<file path="src/rtl/krhm_pkg.sv">
// ----------------------------------------------------------------------------
// krhm_pkg
// Shared types and constants for the kick ramp / heading hold wheel mixer.
// ----------------------------------------------------------------------------
package krhm_pkg;

	// defaults for the top-level parameters
	localparam int unsigned MAX_PWM_DEF     = 255;
	localparam int unsigned REAR_FLOOR_DEF  = 0;
	localparam int unsigned INVERT_MASK_DEF = 0;

	// heading units are 1/64 degree
	localparam logic signed [15:0] HALF_TURN = 16'sd11520;
	localparam logic signed [15:0] FULL_TURN = 16'sd23040;

	// register indexes
	localparam logic [2:0] CFG_START    = 3'd0;
	localparam logic [2:0] CFG_STEP     = 3'd1;
	localparam logic [2:0] CFG_INTERVAL = 3'd2;
	localparam logic [2:0] CFG_FINAL    = 3'd3;
	localparam logic [2:0] CFG_FRESH    = 3'd4;
	localparam logic [2:0] CFG_GAIN     = 3'd5;
	localparam logic [2:0] CFG_LIMIT    = 3'd6;
	localparam logic [2:0] CFG_TRIM     = 3'd7;

	// bridge direction codes
	localparam logic [1:0] DIR_BRAKE = 2'd0;
	localparam logic [1:0] DIR_POS   = 2'd1;
	localparam logic [1:0] DIR_NEG   = 2'd2;

	localparam int WHL_W = 11; // signed wheel drive before scaling
	localparam int MAG_W = 10; // its magnitude
	localparam int NUM_W = 18; // magnitude times MAX_PWM
	localparam int QUO_W = 8;  // scaled magnitude
	localparam logic [1:0] WHEEL_LAST = 2'd2;

	typedef struct packed {
		logic [7:0]         start;
		logic [7:0]         step;
		logic [15:0]        interval;
		logic [7:0]         final_pwm;
		logic [15:0]        fresh;
		logic signed [15:0] gain;
		logic [7:0]         limit;
		logic signed [8:0]  trim;
	} cfg_t;

	typedef struct packed {
		logic       capture;
		logic       update;
		logic       mul;
		logic       corr;
		logic       mix;
		logic       div_load;
		logic       div_step;
		logic       div_last;
		logic       load_out;
		logic [1:0] wheel;
	} dp_cmd_t;

	typedef struct packed {
		logic stop;
		logic scale;
	} dp_sts_t;

endpackage

</file>
<file path="src/rtl/krhm_cfg.sv">
// ----------------------------------------------------------------------------
// krhm_cfg
// Configuration register file, written through a valid/ready port.
// ----------------------------------------------------------------------------
module krhm_cfg
	import krhm_pkg::*;
(
	input  logic        clk,
	input  logic        arst_n,
	input  logic        cfg_valid,
	output logic        cfg_ready,
	input  logic [2:0]  cfg_index,
	input  logic [15:0] cfg_data,
	output cfg_t        cfg
);

	cfg_t regs_q;

	assign cfg_ready = 1'b1;
	assign cfg = regs_q;

	always_ff @(posedge clk or negedge arst_n) begin
		if (!arst_n) begin
			regs_q.start     <= 8'd120;
			regs_q.step      <= 8'd40;
			regs_q.interval  <= 16'd4;
			regs_q.final_pwm <= 8'd240;
			regs_q.fresh     <= 16'd100;
			regs_q.gain      <= 16'sd256;
			regs_q.limit     <= 8'd60;
			regs_q.trim      <= 9'sd0;
		end else if (cfg_valid && cfg_ready) begin
			case (cfg_index)
				CFG_START:    regs_q.start     <= cfg_data[7:0];
				CFG_STEP:     regs_q.step      <= cfg_data[7:0];
				CFG_INTERVAL: regs_q.interval  <= cfg_data;
				CFG_FINAL:    regs_q.final_pwm <= cfg_data[7:0];
				CFG_FRESH:    regs_q.fresh     <= cfg_data;
				CFG_GAIN:     regs_q.gain      <= $signed(cfg_data);
				CFG_LIMIT:    regs_q.limit     <= cfg_data[7:0];
				CFG_TRIM:     regs_q.trim      <= $signed(cfg_data[8:0]);
				default:      regs_q <= regs_q;
			endcase
		end
	end

endmodule

</file>
<file path="src/rtl/krhm_ctrl.sv">
// ----------------------------------------------------------------------------
// krhm_ctrl
// Sequencer: steps the datapath through one tick and owns the output valid.
// ----------------------------------------------------------------------------
module krhm_ctrl
	import krhm_pkg::*;
(
	input  logic    clk,
	input  logic    arst_n,
	input  logic    in_valid,
	output logic    in_stall,
	output logic    out_valid,
	input  logic    out_stall,
	input  dp_sts_t sts,
	output dp_cmd_t dp_cmd
);

	localparam logic [2:0] ST_IDLE  = 3'd0;
	localparam logic [2:0] ST_UPD   = 3'd1;
	localparam logic [2:0] ST_MUL   = 3'd2;
	localparam logic [2:0] ST_CORR  = 3'd3;
	localparam logic [2:0] ST_MIX   = 3'd4;
	localparam logic [2:0] ST_DLD   = 3'd5;
	localparam logic [2:0] ST_DSTEP = 3'd6;
	localparam logic [2:0] ST_FIN   = 3'd7;

	logic [2:0] state_q, state_nxt;
	logic [2:0] bit_q;
	logic [1:0] wheel_q;
	logic       out_valid_q;
	logic       out_free;

	assign in_stall  = (state_q != ST_IDLE);
	assign out_valid = out_valid_q;
	assign out_free  = !out_valid_q || !out_stall;

	always_comb begin
		dp_cmd       = '0;
		dp_cmd.wheel = wheel_q;
		state_nxt    = state_q;
		case (state_q)
			ST_IDLE: begin
				if (in_valid) begin
					dp_cmd.capture = 1'b1;
					state_nxt      = ST_UPD;
				end
			end
			ST_UPD: begin
				dp_cmd.update = 1'b1;
				state_nxt     = sts.stop ? ST_FIN : ST_MUL;
			end
			ST_MUL: begin
				dp_cmd.mul = 1'b1;
				state_nxt  = ST_CORR;
			end
			ST_CORR: begin
				dp_cmd.corr = 1'b1;
				state_nxt   = ST_MIX;
			end
			ST_MIX: begin
				dp_cmd.mix = 1'b1;
				state_nxt  = ST_DLD;
			end
			ST_DLD: begin
				if (!sts.scale) begin
					state_nxt = ST_FIN;
				end else begin
					dp_cmd.div_load = 1'b1;
					state_nxt       = ST_DSTEP;
				end
			end
			ST_DSTEP: begin
				dp_cmd.div_step = 1'b1;
				if (bit_q == 3'd0) begin
					dp_cmd.div_last = 1'b1;
					state_nxt = (wheel_q == WHEEL_LAST) ? ST_FIN : ST_DLD;
				end
			end
			ST_FIN: begin
				// hold the result here until the output register frees up
				if (out_free) begin
					dp_cmd.load_out = 1'b1;
					state_nxt       = ST_IDLE;
				end
			end
			default: state_nxt = ST_IDLE;
		endcase
	end

	always_ff @(posedge clk or negedge arst_n) begin
		if (!arst_n) begin
			state_q     <= ST_IDLE;
			bit_q       <= 3'd0;
			wheel_q     <= 2'd0;
			out_valid_q <= 1'b0;
		end else begin
			state_q <= state_nxt;
			if (dp_cmd.capture)
				wheel_q <= 2'd0;
			else if (dp_cmd.div_last)
				wheel_q <= wheel_q + 2'd1;
			if (dp_cmd.div_load)
				bit_q <= 3'd7;
			else if (dp_cmd.div_step)
				bit_q <= bit_q - 3'd1;
			if (dp_cmd.load_out)
				out_valid_q <= 1'b1;
			else if (!out_stall)
				out_valid_q <= 1'b0;
		end
	end

endmodule

</file>
<file path="src/rtl/krhm_dp.sv">
// ----------------------------------------------------------------------------
// krhm_dp
// Datapath: ramp state, heading error, gain multiply, mixing, shared
// restoring divider for wheel scaling, and the output register.
// ----------------------------------------------------------------------------
module krhm_dp
	import krhm_pkg::*;
#(
	parameter int unsigned MAX_PWM     = MAX_PWM_DEF,
	parameter int unsigned REAR_FLOOR  = REAR_FLOOR_DEF,
	parameter int unsigned INVERT_MASK = INVERT_MASK_DEF
) (
	input  logic               clk,
	input  logic               arst_n,
	input  dp_cmd_t            dp_cmd,
	output dp_sts_t            sts,
	input  cfg_t               cfg,
	input  logic               cmd,
	input  logic [31:0]        now_ms,
	input  logic signed [14:0] heading,
	input  logic [7:0]         confidence,
	input  logic [31:0]        pose_time_ms,
	output logic [1:0]         dir_left,
	output logic [7:0]         pwm_left,
	output logic [1:0]         dir_right,
	output logic [7:0]         pwm_right,
	output logic [1:0]         dir_rear,
	output logic [7:0]         pwm_rear,
	output logic signed [8:0]  correction,
	output logic signed [14:0] heading_error
);

	localparam logic [QUO_W-1:0] MAXV   = QUO_W'(MAX_PWM);
	localparam logic [MAG_W-1:0] MAXM   = MAG_W'(MAX_PWM);
	localparam logic [MAG_W-1:0] FLOORM = MAG_W'(REAR_FLOOR);
	localparam logic [2:0]       INV    = 3'(INVERT_MASK);

	// ramp state
	logic               active_q;
	logic [7:0]         thrust_q;
	logic [31:0]        last_q;
	logic signed [14:0] target_q;
	logic               trusted_q;

	// captured word
	logic               stop_q;
	logic [31:0]        now_q, pose_q;
	logic signed [14:0] head_q;
	logic [7:0]         conf_q;

	// working registers
	logic signed [14:0] err_q;
	logic signed [30:0] prod_q;
	logic signed [8:0]  corr_q;
	logic [MAG_W-1:0]   mag_q [3];
	logic [2:0]         neg_q;
	logic [MAG_W-1:0]   peak_q;
	logic               scale_q;
	logic [NUM_W-1:0]   num_q, dvs_q;
	logic [QUO_W-1:0]   quo_q;

	// output register
	logic [1:0]         dir_q [3];
	logic [7:0]         pwm_q [3];
	logic signed [8:0]  corr_out_q;
	logic signed [14:0] err_out_q;

	// tick update
	logic               entry;
	logic [7:0]         thr_base, thr_next;
	logic [8:0]         thr_sum;
	logic [31:0]        last_base, last_next, age, elapsed;
	logic signed [14:0] tgt_base;
	logic               trusted_base, fresh_ok, tick, use_sensor;
	logic signed [15:0] diff, wrapped;
	logic signed [14:0] err_next;

	always_comb begin
		entry        = !active_q;
		age          = now_q - pose_q;
		fresh_ok     = age < {16'd0, cfg.fresh};
		thr_base     = entry ? cfg.start : thrust_q;
		last_base    = entry ? now_q : last_q;
		tgt_base     = entry ? head_q : target_q;
		trusted_base = entry ? ((conf_q != 8'd0) && (pose_q != 32'd0) && fresh_ok)
		                     : trusted_q;
		elapsed      = now_q - last_base;
		tick         = elapsed >= {16'd0, cfg.interval};
		thr_sum      = {1'b0, thr_base} + {1'b0, cfg.step};
		thr_next     = thr_base;
		if (tick && (thr_base < cfg.final_pwm))
			thr_next = (thr_sum > {1'b0, cfg.final_pwm}) ? cfg.final_pwm : thr_sum[7:0];
		last_next    = tick ? now_q : last_base;
		use_sensor   = trusted_base && (conf_q != 8'd0) && fresh_ok;
		// one wrap is enough: the raw difference stays under one and a half turns
		diff         = {head_q[14], head_q} - {tgt_base[14], tgt_base};
		if (diff > HALF_TURN)
			wrapped = diff - FULL_TURN;
		else if (diff < -HALF_TURN)
			wrapped = diff + FULL_TURN;
		else
			wrapped = diff;
		err_next = use_sensor ? wrapped[14:0] : 15'sd0;
	end

	// correction: truncate toward zero, then clamp
	logic signed [30:0] prod_adj;
	logic signed [16:0] corr_raw, lim_pos, lim_neg, corr_clamp;

	always_comb begin
		prod_adj = prod_q + (prod_q[30] ? 31'sd16383 : 31'sd0);
		corr_raw = prod_adj[30:14];
		lim_pos  = $signed({9'd0, cfg.limit});
		lim_neg  = -lim_pos;
		if (corr_raw > lim_pos)
			corr_clamp = lim_pos;
		else if (corr_raw < lim_neg)
			corr_clamp = lim_neg;
		else
			corr_clamp = corr_raw;
	end

	// mixing
	logic signed [WHL_W-1:0] whl [3];
	logic [MAG_W-1:0]        whl_mag [3];
	logic [MAG_W-1:0]        peak;

	always_comb begin
		whl[0] = $signed({3'd0, thrust_q}) - {{2{cfg.trim[8]}}, cfg.trim}
		         + {{2{corr_q[8]}}, corr_q};
		whl[1] = {{2{corr_q[8]}}, corr_q} - $signed({3'd0, thrust_q})
		         - {{2{cfg.trim[8]}}, cfg.trim};
		whl[2] = {{2{corr_q[8]}}, corr_q};
		peak = '0;
		for (int i = 0; i < 3; i++) begin
			whl_mag[i] = whl[i][WHL_W-1] ? MAG_W'(-whl[i]) : MAG_W'(whl[i]);
			if (whl_mag[i] > peak)
				peak = whl_mag[i];
		end
	end

	// divider step
	logic div_ge;
	assign div_ge = num_q >= dvs_q;

	// final drive codes
	logic [MAG_W-1:0] fin_mag [3];
	logic [1:0]       fin_dir [3];

	always_comb begin
		for (int i = 0; i < 3; i++) begin
			fin_mag[i] = mag_q[i];
			if ((i == 2) && (FLOORM != '0) && (fin_mag[i] != '0) && (fin_mag[i] < FLOORM))
				fin_mag[i] = FLOORM;
			if (fin_mag[i] > MAXM)
				fin_mag[i] = MAXM;
			if (fin_mag[i] == '0)
				fin_dir[i] = DIR_BRAKE;
			else if (neg_q[i] ^ INV[i])
				fin_dir[i] = DIR_NEG;
			else
				fin_dir[i] = DIR_POS;
		end
	end

	always_ff @(posedge clk or negedge arst_n) begin
		if (!arst_n) begin
			active_q  <= 1'b0;
			thrust_q  <= 8'd0;
			last_q    <= 32'd0;
			target_q  <= 15'sd0;
			trusted_q <= 1'b0;
		end else if (dp_cmd.update) begin
			if (stop_q) begin
				active_q <= 1'b0;
			end else begin
				active_q  <= 1'b1;
				thrust_q  <= thr_next;
				last_q    <= last_next;
				target_q  <= tgt_base;
				trusted_q <= trusted_base;
			end
		end
	end

	always_ff @(posedge clk) begin
		if (dp_cmd.capture) begin
			stop_q <= cmd;
			now_q  <= now_ms;
			head_q <= heading;
			conf_q <= confidence;
			pose_q <= pose_time_ms;
		end
		if (dp_cmd.update)
			err_q <= err_next;
		if (dp_cmd.mul)
			prod_q <= 31'($signed(cfg.gain)) * 31'(err_q);
		if (dp_cmd.corr)
			corr_q <= corr_clamp[8:0];
		if (dp_cmd.mix) begin
			for (int i = 0; i < 3; i++) begin
				mag_q[i] <= whl_mag[i];
				neg_q[i] <= whl[i][WHL_W-1];
			end
			peak_q  <= peak;
			scale_q <= peak > MAXM;
		end
		if (dp_cmd.div_load) begin
			num_q <= {{(NUM_W-MAG_W){1'b0}}, mag_q[dp_cmd.wheel]}
			         * {{(NUM_W-QUO_W){1'b0}}, MAXV};
			dvs_q <= {{(NUM_W-MAG_W-7){1'b0}}, peak_q, 7'd0};
			quo_q <= '0;
		end else if (dp_cmd.div_step) begin
			num_q <= div_ge ? num_q - dvs_q : num_q;
			dvs_q <= dvs_q >> 1;
			quo_q <= {quo_q[QUO_W-2:0], div_ge};
			if (dp_cmd.div_last)
				mag_q[dp_cmd.wheel] <= {{(MAG_W-QUO_W){1'b0}}, quo_q[QUO_W-2:0], div_ge};
		end
		if (dp_cmd.load_out) begin
			for (int i = 0; i < 3; i++) begin
				dir_q[i] <= stop_q ? DIR_BRAKE : fin_dir[i];
				pwm_q[i] <= stop_q ? 8'd0 : fin_mag[i][7:0];
			end
			corr_out_q <= stop_q ? 9'sd0 : corr_q;
			err_out_q  <= stop_q ? 15'sd0 : err_q;
		end
	end

	assign sts.stop      = stop_q;
	assign sts.scale     = scale_q;
	assign dir_left      = dir_q[0];
	assign pwm_left      = pwm_q[0];
	assign dir_right     = dir_q[1];
	assign pwm_right     = pwm_q[1];
	assign dir_rear      = dir_q[2];
	assign pwm_rear      = pwm_q[2];
	assign correction    = corr_out_q;
	assign heading_error = err_out_q;

endmodule

</file>
<file path="src/rtl/kick_ramp_heading_hold_mixer_core.sv">
// ----------------------------------------------------------------------------
// kick_ramp_heading_hold_mixer_core
// Kick thrust ramp with proportional heading hold, mixed onto three wheels.
// ----------------------------------------------------------------------------
//  channel  handshake             word
//  cfg      cfg_valid/cfg_ready   cfg_index, cfg_data
//  in       in_valid/in_stall     cmd, now_ms, heading, confidence, pose_time_ms
//  out      out_valid/out_stall   dir_*/pwm_* per wheel, correction, heading_error
//
//  A stop word passes the update and finish states, a kick word update, multiply,
//  correction, mix and divider load before finish; its result reaches the output
//  register as the block returns to idle. When a wheel exceeds MAX_PWM the shared
//  restoring divider scales each wheel in turn: a load, then the quotient bits.
//  in_stall is high while a word is in work; a new word is taken once the
//  result sits in the output register, even if out_stall holds it there.
//  Reset is asynchronous, active low; cfg_ready is always high.
// ----------------------------------------------------------------------------
module kick_ramp_heading_hold_mixer_core
	import krhm_pkg::*;
#(
	parameter int unsigned MAX_PWM     = MAX_PWM_DEF,
	parameter int unsigned REAR_FLOOR  = REAR_FLOOR_DEF,
	parameter int unsigned INVERT_MASK = INVERT_MASK_DEF
) (
	input  logic               clk,
	input  logic               arst_n,
	input  logic               cfg_valid,
	output logic               cfg_ready,
	input  logic [2:0]         cfg_index,
	input  logic [15:0]        cfg_data,
	input  logic               in_valid,
	output logic               in_stall,
	input  logic               cmd,
	input  logic [31:0]        now_ms,
	input  logic signed [14:0] heading,
	input  logic [7:0]         confidence,
	input  logic [31:0]        pose_time_ms,
	output logic               out_valid,
	input  logic               out_stall,
	output logic [1:0]         dir_left,
	output logic [7:0]         pwm_left,
	output logic [1:0]         dir_right,
	output logic [7:0]         pwm_right,
	output logic [1:0]         dir_rear,
	output logic [7:0]         pwm_rear,
	output logic signed [8:0]  correction,
	output logic signed [14:0] heading_error
);

	cfg_t    cfg;
	dp_cmd_t dp_cmd;
	dp_sts_t sts;

	krhm_cfg u_cfg (
		.clk       (clk),
		.arst_n    (arst_n),
		.cfg_valid (cfg_valid),
		.cfg_ready (cfg_ready),
		.cfg_index (cfg_index),
		.cfg_data  (cfg_data),
		.cfg       (cfg)
	);

	krhm_ctrl u_ctrl (
		.clk       (clk),
		.arst_n    (arst_n),
		.in_valid  (in_valid),
		.in_stall  (in_stall),
		.out_valid (out_valid),
		.out_stall (out_stall),
		.sts       (sts),
		.dp_cmd    (dp_cmd)
	);

	krhm_dp #(
		.MAX_PWM     (MAX_PWM),
		.REAR_FLOOR  (REAR_FLOOR),
		.INVERT_MASK (INVERT_MASK)
	) u_dp (
		.clk           (clk),
		.arst_n        (arst_n),
		.dp_cmd        (dp_cmd),
		.sts           (sts),
		.cfg           (cfg),
		.cmd           (cmd),
		.now_ms        (now_ms),
		.heading       (heading),
		.confidence    (confidence),
		.pose_time_ms  (pose_time_ms),
		.dir_left      (dir_left),
		.pwm_left      (pwm_left),
		.dir_right     (dir_right),
		.pwm_right     (pwm_right),
		.dir_rear      (dir_rear),
		.pwm_rear      (pwm_rear),
		.correction    (correction),
		.heading_error (heading_error)
	);

endmodule

</file>
<file path="config.mk">
export PLATFORM = sky130hd
export DESIGN_NAME = kick_ramp_heading_hold_mixer_core
export DESIGN_NICKNAME = d
export VERILOG_FILES = /design/src/rtl/krhm_pkg.sv /design/src/rtl/krhm_cfg.sv /design/src/rtl/krhm_ctrl.sv /design/src/rtl/krhm_dp.sv /design/src/rtl/kick_ramp_heading_hold_mixer_core.sv
export SDC_FILE = /design/constraint.sdc
export NUM_CORES = 2
export LEC_CHECK = 0
export ABC_AREA = 1
export ABC_CLOCK_PERIOD_IN_PS = 11000
export BUFFER_PORTS_ARGS = -buffer_cell sky130_fd_sc_hd__buf_2
export CAP_MARGIN = 20
export CORE_MARGIN = 2
export CORE_UTILIZATION = 60
export CTS_BUF_LIST = sky130_fd_sc_hd__clkbuf_16
export DETAILED_ROUTE_END_ITERATION = 10
export PLACE_DENSITY = 0.78
export SYNTH_ARGS = -nofsm -noshare
export SYNTH_HDL_FRONTEND = slang
export SYNTH_SLANG_ARGS = --single-unit
</file>
<file path="constraint.sdc">
create_clock -name clk -period 11 [get_ports clk]
set_clock_uncertainty 0.1 [all_clocks]
set_input_delay 1.1 -clock clk [delete_from_list [all_inputs] [get_ports clk]]
set_output_delay 1.1 -clock clk [all_outputs]
set_load 0.05 [all_outputs]
</file>
# After elaboration in Yosys (flattened, before gate mapping)

Memory sizes are Yosys's and may differ from the RTL's.
Cells that the tools add are included.

Add/subtract/negate cells: 18
Multiply operators: 2
Divide/modulo/power cells: 0
Magnitude comparators: 16
Equality and inequality tests: 19
Shift-type cells: 0
Multiplexer cells: 75
Bitwise operators: 1
Reductions and logical operators: 32

Operator list:

| operator                | number |
|---|---|
| $mux W10                | 10 |
| $mux W32                | 2 |
| $sub A32 B32 Y32        | 2 |
| $mux W8                 | 7 |
| $mux W18                | 3 |
| $mux W15                | 3 |
| $gt A10 B8 Y1 const B   | 4 |
| $mux W17                | 2 |
| $ge A32 B16 Y1          | 1 |
| $lt A32 B16 Y1          | 1 |
| $reduce_bool A32 Y1     | 1 |
| $add A31 B15 Y31        | 1 |
| $mul A16 B15 Y31        | 1 |
| $logic_not A10 Y1       | 3 |
| $mux W2                 | 14 |
| $mux W1                 | 25 |
| $eq A3 B3 Y1 const B    | 8 |
| $pmux W3 S8             | 1 |
| $gt A10 B10 Y1          | 2 |
| $neg A10 Y10            | 2 |
| $reduce_and A2 Y1       | 10 |
| $sub A9 B9 Y10          | 2 |
| $ge A18 B17 Y1          | 1 |
| $mul A10 B8 Y18 const B | 1 |
| 36 further kinds        | 56 |

Register bits: 378
Latch bits: 0
Bits in writable memories: 60
ROM bits: 0
Output and inout bits: 57
Memories: 3

Memories:

| name       | depth | bits a word | read ports | clocked after memory_dff | write ports | RTL line      | RTL |
|---|---|---|---|---|---|---|---|
| u_dp.mag_q | 3     | 10          | 4          | 0                        | 3           | krhm_dp.sv:55 | `logic [MAG_W-1:0] mag_q [3];` |
| u_dp.pwm_q | 3     | 8           | 3          | 0                        | 3           | krhm_dp.sv:64 | `logic [7:0] pwm_q [3];` |
| u_dp.dir_q | 3     | 2           | 3          | 0                        | 3           | krhm_dp.sv:63 | `logic [1:0] dir_q [3];` |

# Depth between registers and ports, before layout

Depth in word-level cells: 11
Mapped depth: 40
Mapped depth without buffers: 39

# Cells and area by module

A second synthesis with hierarchy kept.

Cell total of the unflattened synthesis: 5214
Area total of the unflattened synthesis: 41203.3 sq um

By module, submodules not included:

| module    | times used | cells an instance | area an instance (sq um) | seq. area each (sq um) |
|---|---|---|---|---|
| krhm_dp   | 1          | 4726              | 37079.3                  | 9964.6 |
| krhm_cfg  | 1          | 405               | 3550.9                   | 2250.9 |
| krhm_ctrl | 1          | 83                | 573.0                    | 225.2 |

# Worst setup path before layout

No wires, ideal clock.

Path type: register to register
From: reg u_dp.err_q[0]
To: reg u_dp.prod_q[28] (data pin)
Arrival: 5992 ps
Setup slack: 4644 ps
Cell stages (with the launch flop): 22
Path buffers: 2
Period minus slack after synthesis: 6356 ps
Path through: edfxtp_1 -> clkbuf_1 -> clkbuf_1 -> nand2_1 -> inv_1 -> fa_1 -> fa_1 -> inv_1 -> fa_1 -> inv_1 -> fa_1 -> fa_1 -> fa_1 -> ha_1 -> nand2_1 -> nor4_1 -> nand4_1 -> nand3_1 -> nand3_1 -> nand2_1 -> a31oi_1 -> xor2_1

Word-level cells in the longest chain between the ends: 1

Ends and longest elaborated chain:

| item                     | RTL line       | RTL |
|---|---|---|
| start: declaration       | krhm_dp.sv:52  | `logic signed [14:0] err_q;` |
| start signal: assignment | krhm_dp.sv:195 | `err_q <= err_next;` |
| $mul A16 B15 Y31         | krhm_dp.sv:197 | `prod_q <= 31'($signed(cfg.gain)) * 31'(err_q);` |
| end signal: assignment   | krhm_dp.sv:197 |  |
| end: declaration         | krhm_dp.sv:53  | `logic signed [30:0] prod_q;` |

No other way between the ends.
A chain may end at the register's enable or synchronous reset.

# Worst setup path after layout

From: reg u_dp.err_q[3]
To: reg u_dp.prod_q[30] (data pin)

The elaborated chain is that of the path after synthesis.

==> results.cfg <==
[logic_synthesis]
synth_nets = 5970
yosysWarnings = 0
async_flop_share_pct = 34.8
ys_seq_elements = 446
yosysTopAreaCell = edfxtp_1
ys_seq_area_share_pct = 30.4
synth_commonest_cells = nand2_1 (1403), inv_1 (1003), ha_1 (365)
synth_area_um2 = 40900
syn_area_per_cell_um2 = 7.88
syn-instance-count = 5197
synth_edf_count = 271
synthFlopType = edfxtp_1
synth_top_area_share_pct = 19.9
synth_cell_types = 55
synth.most_common_cell = nand2_1
synth.area.top_cells = edfxtp_1 (20%), fa_1 (14%), nand2_1 (13%), ha_1 (11%), inv_1 (9.2%)

[place]
dp.cells = 6134
place.detailed.hpwl_um = 87500
numPortBuffers = 167
gp_congestion = 1.06

[timing]
final_hold_viol_count = 0
rsz0062_at_grt = false
tns_ns = 0
relSlewSlack_pct = 32.8
worst_slew_pin_slew_ns = 1.00
period_needed_ns = 6.93
fin_crit_sh_pct = 63.0
max_freq_mhz = 144
final_max_slew_viol_count = 0
finalSetupViolCount = 0

[floorplan]
rows = 95
dieArea_um2 = 70400
die_h_um = 265
io_pins = 169
design.core.area_um2 = 67400
die_x_um = 265
start_util_pct = 60.8

[job]
max_cap_viol_count = 0

[setup_path]
crit_family = adder cells
crit_fanout = 17
crit_arrival_ns = 7.15
cp_common_cell = fa_1
worstSetupPathType = reg2reg
worst-path-buf-inv = 3
cp_data_required_time_ns = 11.22
critPathCaptureType = register
path_cells = nand2_1, inv_1, fa_1, fa_1, inv_1, fa_1, inv_1, fa_1, fa_1, fa_1, ha_1, nand2_1, nor4_1, nand4_1, nand3_1, nand3_1, nand2_1, a211oi_1, xor2_1
slowest_stage = fa_1
critPathMaxStageDelay_ns = 1.00
startpoint = u_dp.err_q[3]$_SDFFCE_PN0N_
cp-start-kind = register
regToRegStartpoint = u_dp.err_q[3]$_SDFFCE_PN0N_

[final_layout]
fin_cells = 6234
nFillCells = 5705
area_delta_synth_final_pct = 8.11
post_route_cells_drive_above_1_share_pct = 6.26
fin_nets = 6086

[cts]
htreeDepth = 2
post_cts_buffers = 0
cts_hold_buf = 0
cts_buffer_depth = 3
cts_tree = yes
numClockSinks = 446
cts_buffers = 50
cts_root_buf = clkbuf_16
clk_latency_ns = 0.63
cts_resized = 0
path_clk_slew_ns = 0.06

[global_routing]
grt_start_max_net_pins = 79
gr-total-overflow = 0
grt_pass1_vias = 33200
grt_pass1_wl_um = 176000
grtUsageTotal_pct = 31.7
antenna_found_initial = 7

[hold_path]
min-delay-start = u_dp.quo_q[0]$_SDFFE_PP0P_
hp-class = reg2reg

[drt]
postRouteAntennaNets = 0
via_per_inst = 5.53
drc_errors = 0
route.vias.total = 34500
drt_wl_total_um = 111000
routedWlPerCell_um = 17.8
firstDrtPassIters = 6
drtIter0Drc = 2996

[outcome]
status = completed
registers in the layout, summed over array words and instances (netlist names), 15 cells and up:
signal and flops:
u_cfg.cfg 89, u_dp.dvs_q 17, u_dp.err_q 15, u_dp.head_q 15, u_dp.heading_error 15, u_dp.last_q 32, u_dp.mag_q 38, u_dp.now_q 32
u_dp.num_q 18, u_dp.pose_q 32, u_dp.prod_q 31, u_dp.pwm_q 24, u_dp.target_q 15
placed cells by master (no fill, tap or decap), types with 5 or more instances in the layout:
cell / n
o21ai_0: 328
a31oi_1: 16
diode_2: 6
nand3_1: 205
a21o_1: 10
nor4_1: 21
nand4_1: 53
o211ai_1: 10
clkinv_1: 11
a211oi_1: 9
clkbuf_16: 53
a32oi_1: 7
fa_1: 296
o21bai_1: 11
inv_1: 1014
xnor2_1: 38
and2_1: 7
nand2_1: 1402
or2_2: 21
nand2_2: 6
o22ai_1: 18
buf_4: 22
dfrtp_1: 136
edfxtp_1: 271
nor2_2: 6
clkinvlp_4: 5
dfstp_2: 19
bufinv_16: 5
nor3_1: 39
nor2_1: 312
buf_2: 166
xor2_1: 99
ha_1: 365
dfxtp_1: 20
mux2i_1: 14
a21oi_1: 268
nand3b_1: 13
cell families (layout without fill, tap and decap cells):
family,count (synthesis),count (layout),share of synthesized area [%]
AND/OR/NAND/NOR,2096,2096,20.9
adder cells (fa/ha/maj),661,661,25.6
multiplexers,14,14,0.342
other,2,8,0.0183
AO/OA/AOI/OAI,703,703,9.19
buffers and inverters,1136,1294,10.5
flip-flops,446,446,30.4
XOR/XNOR,139,139,3.04
path summary, 6_finish.rpt:
path	cells past startpoint	to	slack, ns
setup reg to reg	19	u_dp.prod_q[30]$_DFFE_PP_	4.07
max in group asynchronous	2	u_cfg.cfg[51]$_DFFE_PN0P_	8.80
setup / recovery	19	u_dp.prod_q[30]$_DFFE_PP_	4.07
hold / removal	0	u_dp.mag_q[3][1]$_DFFE_PP_	0.36
min in group asynchronous	1	u_ctrl.wheel_q[0]$_DFFE_PN0P_	0.45
hold reg to reg	0	u_dp.mag_q[3][1]$_DFFE_PP_	0.36
final cells by class:
type / instances / area [µm²] / area share (%)
clock inverters: 41 / 363 / 0.820
inverters: 1011 / 3790 / 8.57
clock buffers: 53 / 1330 / 3.00
diodes: 6 / 15.0 / 0.0339
repair buffers: 189 / 1010 / 2.28
well taps: 873 / 1090 / 2.47
flip-flops and latches: 446 / 12400 / 28.1
multi-input cells: 3615 / 24200 / 54.7
layer usage:
metal / up-vias / GRT usage [%] / wire, µm
met3: 189 / 4.85 / 9120
met1: 16200 / 45.1 / 48500
met2: 1389 / 50.1 / 49900
met5: - / 0 / 11
li1: 16700 / - / -
met4: 2 / 10.4 / 3300
worst register-to-register path, stage by stage, from the launching register on:
cell	delay, ns
edfxtp_1	0.78
nand2_1	0.22
inv_1	0.16
fa_1	0.49
fa_1	1.00
inv_1	0.15
fa_1	0.56
inv_1	0.05
fa_1	0.47
fa_1	0.52
fa_1	0.49
ha_1	0.37
nand2_1	0.11
nor4_1	0.40
nand4_1	0.14
nand3_1	0.15
nand3_1	0.08
nand2_1	0.13
a211oi_1	0.10
xor2_1	0.16
metrics by stage:
stage	setup WS (ns)	utilization (%)	hold WS [ns]	area, µm²
floorplan	4.64	-	0.308	40900
global placement	4.28	63.2	0.338	42600
detailed placement	4.15	63.2	0.338	42600
CTS	4.10	65.7	0.353	44300
global route	3.61	65.7	0.359	44300
finish	4.07	65.7	0.363	44300
Power is left out: the tool's default activity adds up to more than one toggle a clock period on the data nets, which glitch-free logic cannot reach.
